**config.mk**
```make
export PLATFORM = sky130hd
export DESIGN_NAME = ffwa_stats
export DESIGN_NICKNAME = d
export VERILOG_FILES = /design/src/ffwa_pkg.sv /design/src/ffwa_stats.sv
export SDC_FILE = /design/constraint.sdc
export NUM_CORES = 1
export LEC_CHECK = 0
export ABC_AREA = 1
export BUFFER_PORTS_ARGS = -buffer_cell sky130_fd_sc_hd__buf_2
export CORE_MARGIN = 1.5
export CORE_UTILIZATION = 35
export DETAILED_ROUTE_END_ITERATION = 8
export GPL_TIMING_DRIVEN = 1
export PLACE_DENSITY = 0.64
export SYNTH_ARGS = -nofsm -noshare
export SYNTH_HDL_FRONTEND = slang
export SYNTH_SLANG_ARGS = --single-unit
```
**constraint.sdc**
```tcl
create_clock -name i_clk -period 2.3 [get_ports i_clk]
set_input_delay 0.115 -clock i_clk [delete_from_list [all_inputs] [get_ports i_clk]]
set_output_delay 0.115 -clock i_clk [all_outputs]
set_load 0.005 [all_outputs]
```
**src/ffwa_pkg.sv**
```systemverilog
// shared constants, codes and types of the flash frame wear accounting block
package ffwa_pkg;

    localparam int MAX_FRAMES    = 65536;
    localparam int MAX_ORDER_LOG = 10;

    localparam int FRAME_AW = $clog2(MAX_FRAMES);
    localparam int CNT_W    = FRAME_AW + 1;
    localparam int WALK_W   = (CNT_W > MAX_ORDER_LOG + 1) ? CNT_W : MAX_ORDER_LOG + 1;

    localparam int FUNC_W  = 3;
    localparam int ADDR_W  = 40;
    localparam int ORDER_W = 4;
    localparam int PAGES_W = 11;
    localparam int COUNT_W = 17;
    localparam int WEAR_W  = 32;
    localparam int TALLY_W = 48;
    localparam int OFF_W   = ADDR_W + 2;

    localparam logic [WEAR_W-1:0] U32_MAX = '1;

    localparam int TAG_MIG_BIT = 0;
    localparam int TAG_WR_BIT  = 1;

    localparam logic CFG_BASE  = 1'b0;
    localparam logic CFG_COUNT = 1'b1;

    typedef enum logic [FUNC_W-1:0] {
        FN_ALLOC   = 3'd0,
        FN_FAULT   = 3'd1,
        FN_MIG_IN  = 3'd2,
        FN_BACK    = 3'd3,
        FN_STATS   = 3'd4,
        FN_CLEAR   = 3'd5
    } t_func;

    typedef enum logic [2:0] {
        S_WIPE,
        S_IDLE,
        S_WALK,
        S_DRAIN,
        S_DONE
    } t_state;

    typedef struct packed {
        logic [1:0]        tag;
        logic [WEAR_W-1:0] wear;
    } t_frame_entry;

    typedef struct packed {
        logic clr;
        logic en;
    } t_stats_ctl;

    typedef struct packed {
        logic [CNT_W-1:0]   nz;
        logic [WEAR_W-1:0]  mn;
        logic [WEAR_W-1:0]  mx;
        logic [TALLY_W-1:0] sum;
    } t_stats_res;

endpackage

```
**src/ffwa_stats.sv**
```systemverilog
// running count, min, max of nonzero wear values, saturating sum of all
module ffwa_stats (
    input  logic                              i_clk,
    input  ffwa_pkg::t_stats_ctl              i_ctl,
    input  logic [ffwa_pkg::WEAR_W-1:0]       i_wear,
    output ffwa_pkg::t_stats_res              o_res
);
    import ffwa_pkg::*;

    logic [CNT_W-1:0]   r_nz;
    logic [WEAR_W-1:0]  r_mn;
    logic [WEAR_W-1:0]  r_mx;
    logic [TALLY_W-1:0] r_sum;
    logic [TALLY_W:0]   sum_ext;

    assign sum_ext = {1'b0, r_sum} + (TALLY_W + 1)'(i_wear);

    always_ff @(posedge i_clk) begin
        if (i_ctl.clr) begin
            r_nz  <= '0;
            r_mn  <= U32_MAX;
            r_mx  <= '0;
            r_sum <= '0;
        end else if (i_ctl.en) begin
            r_sum <= sum_ext[TALLY_W] ? '1 : sum_ext[TALLY_W-1:0];
            if (i_wear != '0) begin
                r_nz <= r_nz + CNT_W'(1);
                if (i_wear < r_mn) begin
                    r_mn <= i_wear;
                end
                if (i_wear > r_mx) begin
                    r_mx <= i_wear;
                end
            end
        end
    end

    // minimum reads as zero when no frame was programmed
    always_comb begin
        o_res.nz  = r_nz;
        o_res.mn  = (r_nz == '0) ? '0 : r_mn;
        o_res.mx  = r_mx;
        o_res.sum = r_sum;
    end

endmodule

```
==> flow_metrics.py, run 1 <==
metrics = {
    "clock_tree": {
        "hold_buffers": 0,
        "clockRootBuffer": "clkbuf_16",
        "worstSkewPairLatency_ps": 430,
        "cts_made_buffers": 17,
        "cts_sinks": 129,
        "clkTransAtPathRegs_ps": 60,
        "clock_path_buffers": 2,
        "cts_tree": "done",
        "h-tree-depth": 4,
    },
    "sta": {
        "rsz0062_at_grt": "yes",
        "finalSetupViolCount": 0,
        "clock.fmax_ghz": 0.461,
        "final_hold_viol_count": 0,
        "period_share_pct": 94.4,
        "max-slew-margin-rel_pct": 53.6,
        "finalWorstPathRequiredPeriod_ps": 2170,
        "skew_ps": 11.7,
        "slew_viol_final": 0,
        "worst_pin_slew_ps": 694,
    },
    "yosys": {
        "synth-edff-count": 0,
        "netlist.area_leader.share_pct": 25.2,
        "yosys-top-cells-count": "388 x nand2_1, 233 x inv_1, 200 x nor2_1",
        "netlist_top_cells_area": "dfxtp_1 25%, nand2_1 14%, ha_1 12%, inv_1 8.5%, nor2_1 7.3%",
        "synth_top_area_cell": "dfxtp_1",
        "ys_seq_area_share_pct": 25.2,
        "syn-cell-area_um2": 10200,
        "ys.warnings.count": 0,
        "syn_area_per_cell_um2": 6.43,
        "synthDistinctLibCells": 46,
        "ys.flop_type": "dfxtp_1",
        "synth_nets": 1726,
        "synth_seq_cells": 129,
        "postSynth.asyncResetShare_pct": 0,
        "synth.most_common_cell": "nand2_1",
        "syn_inst": 1593,
    },
    "floorplan": {
        "io_pins": 164,
        "die_area_um2": 30300,
        "core_um2": 28800,
        "placement_rows": 62,
        "fp.dieW_um": 174,
        "start_util_pct": 35.6,
        "dieHeight_um": 174,
    },
    "global_routing": {
        "gr-usage-all-layers_pct": 22.1,
        "grt_pass1_wl_mm": 53.7,
        "grt_pass1_vias": 10200,
        "grt_max_degree": 65,
        "grt_overflow": 0,
        "antenna_found_initial": 0,
    },
    "critical_path": {
        "cp_common_cell": "nand2_2",
        "startpoint_type": "register",
        "required_ps": 2660,
        "slowest_delay_ps": 390,
        "crit_chain": "ha_2 -> nand2_2 -> nor2_2 -> nand3_1 -> nand2_2 -> nand2_1 -> nand2_2 -> nand3_2 -> nand2_4 -> nand2_4 -> nand2_8 -> clkinv_8 -> buf_12 -> a21oi_1",
        "rr_worst_depth": 14,
        "path_delay_family": "simple AND/OR/NAND/NOR gates",
        "cp-end-kind": "register",
        "cpMaxStageDelayCell": "ha_2",
        "path_depth": 14,
        "r2r_start": "r_sum[7]",
        "cp.arrival_ps": 2530,
        "path_class": "register to register",
        "cp-startpoint": "r_sum[7]",
        "path_buf_inv": 2,
        "critPathMaxFanout": 9,
    },
    "detailed_routing": {
        "drc": 0,
        "vias": 10800,
        "ant_nets": 0,
        "routed_via_density": 4.98,
        "routedWlPerCell_um": 15.7,
        "drt-pass1-iter-count": 5,
        "drt-initial-drc-count": 801,
        "wl_mm": 33.9,
    },
    "final_layout": {
        "fillers": 3085,
        "nets": 1900,
        "diodes": 0,
        "stdcell_count": 2164,
        "area_growth_pct": 22.8,
        "postLayoutCoreUtil_pct": 43.7,
        "drive_above_1_share_pct": 17.8,
    },
    "status": {
        "status": "finished, final reports clean",
    },
    "placement": {
        "post-dp-hpwl_mm": 26.3,
        "io_buffer_count": 163,
        "place_inst": 2129,
        "finalWeightedCongestion": 0.936,
    },
    "pwr": {
        "power.density_nw_per_um2": 671,
        "p_leak_nw": 6.42,
        "ir_drop_mv": 0.531,
        "fin_total_pwr_mw": 8.44,
    },
    "hold_path": {
        "min_from": "i_wear[16]",
        "holdPathStages": 3,
        "hold_path_class": "primary input to register",
    },
    "job": {
        "maxCapViolCount": 0,
    },
}
## layout make-up
cell class,instances,area [um2],area share (%)
Multi-Input combinational cell,1175,6680,53.1
Sequential cell,129,2580,20.5
Timing Repair Buffer,208,1290,10.3
Inverter,236,898,7.14
Tap cell,384,480,3.82
Clock buffer,18,439,3.49
Clock inverter,14,200,1.59
## report_power, final
part           switching, mW  internal, mW
registers              0.158          2.44
clock network           1.15          1.86
logic                   1.75          1.08
## cells by family (layout without fill, tap and decap cells)
kind of cell    count (synthesis)  after routing  share of synthesized area (%)
compound gates                214            214                           13.0
xor+xnor                       35             35                           2.99
fa+ha+maj                      98             98                           12.0
buf+inv                       289            476                           11.3
flops                         129            129                           25.2
simple gates                  828            828                           35.4
## final timing paths
path                             endpoint  slack (ps)
worst max-delay path            r_sum[24]         130
worst min-delay path             r_mn[16]          40
worst max register to register  r_sum[24]         130
worst min register to register   r_mn[17]         460
## tightest hold or removal path: stages
cell     delay [ps]
buf_2           140
nand4_1          90
nand3_1          70
## state kept, by name, indices dropped and copies added (netlist names)
signal and count:
r_mn 32, r_nz 17, r_mx 32, r_sum 48
## through the flow
step | TNS (ps) | instance area [um2] | setup slack, ps | hold WS (ps)
after floorplan | 0 | 10200 | 182 | 286
after global placement | 0 | 11700 | 72.8 | 438
after detailed placement | 0 | 11700 | 67.2 | 442
after CTS | 0 | 12400 | 25.4 | 20.1
after global routing | -107 | 12600 | -40.7 | 39.5
final | 0 | 12600 | 129 | 39.5
## cells in the final DEF, fill, tap and decap left out, types with 53 or more instances in the layout
cell / synthesis / routed
inv_1: 233 / 232
buf_2: 18 / 163
nand4_1: 53 / 53
nand3_1: 112 / 112
nand2_1: 388 / 380
o21ai_0: 53 / 53
nor2_1: 200 / 189
ha_1: 97 / 90
a21oi_1: 124 / 119
dfxtp_1: 129 / 129
## layer usage
layer	vias to the layer above	wire length, um	global-route usage (%)
li1	5503	-	-
met3	38	1570	3.30
met1	4978	16200	29.8
met5	-	0	0
met2	253	15600	36.6
met4	0	586	6.07
## what timing repair did
action                                  4_1_cts  5_1_grt
setup buffers                                 0        1
resized for setup                             0       40
endpoints found under the setup margin        0       95
Power figures use the tool's default switching activity.
==> inputs of run 2 (changes only) <==
Settings changed: BUFFER_PORTS_ARGS -buffer_cell sky130_fd_sc_hd__buf_2 to unset, DONT_BUFFER_PORTS set to 1, PLACE_DENSITY 0.64 to 0.59.
==> run 2 against run 1 <==
Against the previous run: maximum frequency shrank 1.5%; clock skew decreased by 0.99 ps; first-iteration DRC count up 1.7%; count of clock-buffer cells in the layout fell by 1; critical path type unchanged; via count hardly changed.
==> flow_metrics.py, run 2 (same netlist as run 1, synthesis figures left out) <==
metrics = {
    "clock_tree": {
        "cts_made_buffers": 17,
        "cts_tree": "done",
        "cts_sinks": 129,
        "clockRootBuffer": "clkbuf_16",
        "worstSkewPairLatency_ps": 430,
        "clkTransAtPathRegs_ps": 70,
        "h-tree-depth": 4,
        "clock_path_buffers": 2,
    },
    "critical_path": {
        "slowest_delay_ps": 430,
        "path_class": "register to register",
        "required_ps": 2610,
        "critPathMaxFanout": 9,
        "cp-end-kind": "register",
        "startpoint_type": "register",
        "cp-endpoint": "r_sum[28]",
        "rr_worst_depth": 12,
        "cp.arrival_ps": 2510,
        "r2r_end": "r_sum[28]",
        "cpMaxStageDelayCell": "dfxtp_1",
        "path_buf_inv": 3,
        "r2r_start": "r_sum[31]",
        "r2r_slack_ps": 100,
        "cp-startpoint": "r_sum[31]",
        "path_delay_family": "simple AND/OR/NAND/NOR gates",
        "crit_chain": "ha_1 -> nand2_1 -> inv_1 -> a21oi_2 -> nand2_1 -> a21oi_2 -> nand2_4 -> nand2_4 -> nand2_8 -> inv_6 -> buf_12 -> a21oi_1",
        "path_depth": 12,
    },
    "final_layout": {
        "most-common-layout-cells": "380 x nand2_1, 232 x inv_1, 189 x nor2_1",
        "postLayoutCoreUtil_pct": 42.9,
        "area_growth_pct": 20.6,
        "largest_reg_flops": 48,
        "diodes": 0,
        "drive_above_1_share_pct": 10.6,
        "top_regs": "r_sum (48), r_mn (32), r_mx (32)",
        "postLayoutCellArea_um2": 12400,
        "regMostFlops": "r_sum",
        "nets": 1807,
        "layout_commonest_cell": "nand2_1",
    },
    "sta": {
        "finalWorstPathRequiredPeriod_ps": 2200,
        "fin_tns_setup_ps": 0,
        "period_share_pct": 95.9,
        "max-slew-margin-rel_pct": 25.3,
        "skew_ps": 10.7,
        "slew_viol_final": 0,
        "clock.fmax_ghz": 0.454,
        "worst_pin_slew_ps": 1120,
        "whs_ps": 80.3,
        "finalSetupViolCount": 0,
        "final_hold_viol_count": 0,
    },
    "pwr": {
        "p_leak_nw": 5.96,
        "ir_drop_mv": 0.390,
        "power.density_nw_per_um2": 651,
        "fin_total_pwr_mw": 8.05,
    },
    "global_routing": {
        "grt_pass1_vias": 10200,
        "gr-usage-all-layers_pct": 23.6,
        "grt_pass1_wl_mm": 56.4,
        "grt_overflow": 0,
        "grt_max_degree": 50,
        "antenna_found_initial": 2,
    },
    "detailed_routing": {
        "vias": 10800,
        "wl_mm": 36.6,
        "drc": 0,
        "routed_via_density": 5.20,
        "drt-initial-drc-count": 815,
        "drt-pass1-iter-count": 7,
        "ant_nets": 0,
        "routedWlPerCell_um": 17.7,
    },
    "job": {
        "maxCapViolCount": 0,
    },
    "placement": {
        "postPlaceCellArea_um2": 10900,
        "finalWeightedCongestion": 0.921,
        "post-dp-hpwl_mm": 26.2,
        "io_buffer_count": 0,
    },
    "floorplan": {
        "core_um2": 28800,
        "io_pins": 164,
        "dieHeight_um": 174,
        "placement_rows": 62,
        "start_util_pct": 35.6,
        "fp.dieW_um": 174,
        "die_area_um2": 30300,
    },
    "hold_path": {
        "min_from": "i_ctl[0]",
        "hold_path_class": "primary input to register",
    },
    "status": {
        "status": "finished, final reports clean",
    },
}
-- run 2: cell count changes in the layout (fill, tap and decap cells not counted), sizes merged --
cell	change
buf	-154
dlygate4sd3	+59
inv	+4
bufinv	-3
clkinv	-3
clkinvlp	+3
dlymetal6s4s	+1
-- run 2: layout make-up --
class,count,area [um2]
inverter,236,891
multi-input combinational,1175,6690
tap,384,480
sequential,129,2590
clock inverter,15,146
timing repair buffer,115,1130
clock buffer,17,425
fill,3047,16400
-- run 2: report_power, final --
| part | switching [mW] | internal [mW] |
|---|---|---|
| Combinational | 1.65 | 1.01 |
| Sequential | 0.190 | 2.45 |
| Clock | 1.23 | 1.52 |
-- run 2: per-layer routing --
layer / global-route usage, % / share of wire [%] / vias up
li1: - / - / 5330
met4: 6.21 / 1.6 / 2
met1: 31.3 / 45 / 4990
met2: 38.3 / 45 / 404
met5: 0 / 0.035 / -
met3: 5.45 / 7.5 / 51
-- run 2: repair_timing --
item	in CTS	in global routing
cloned	0	3
buffers inserted	0	0
pin swaps	0	3
hold buffers	61	0
endpoints found under the setup margin	4	114
endpoints found under the hold margin	122	0
gates resized for setup	1	53
-- run 2: worst min-delay path by stage --
stage                      to  depth (start not counted)
global route        r_sum[41]                          4
detailed placement    r_nz[7]                          1
CTS                 r_sum[47]                          6
floorplan            r_mn[10]                          2
global placement      r_nz[9]                          1
finish              r_sum[40]                          4
-- run 2: through the flow --
| stage | setup WS (ps) | instances |
|---|---|---|
| 5_1_grt | -19.3 | 2071 |
| 3_5_place_dp | -2.64 | 1975 |
| 4_1_cts | 0.614 | 2068 |
| 3_3_place_gp | 26.7 | 1975 |
| 2_1_floorplan | 182 | 1593 |
| 6_report | 95.1 | 2071 |
-- run 2: worst reg2reg max path, cell delays in order, from the launching register on --
cell     delay, ps
dfxtp_1        430
ha_1           310
nand2_1        150
inv_1           70
a21oi_2        180
nand2_1         90
a21oi_2        180
nand2_4        120
nand2_4        100
nand2_8         90
inv_6          110
buf_12         160
a21oi_1         90
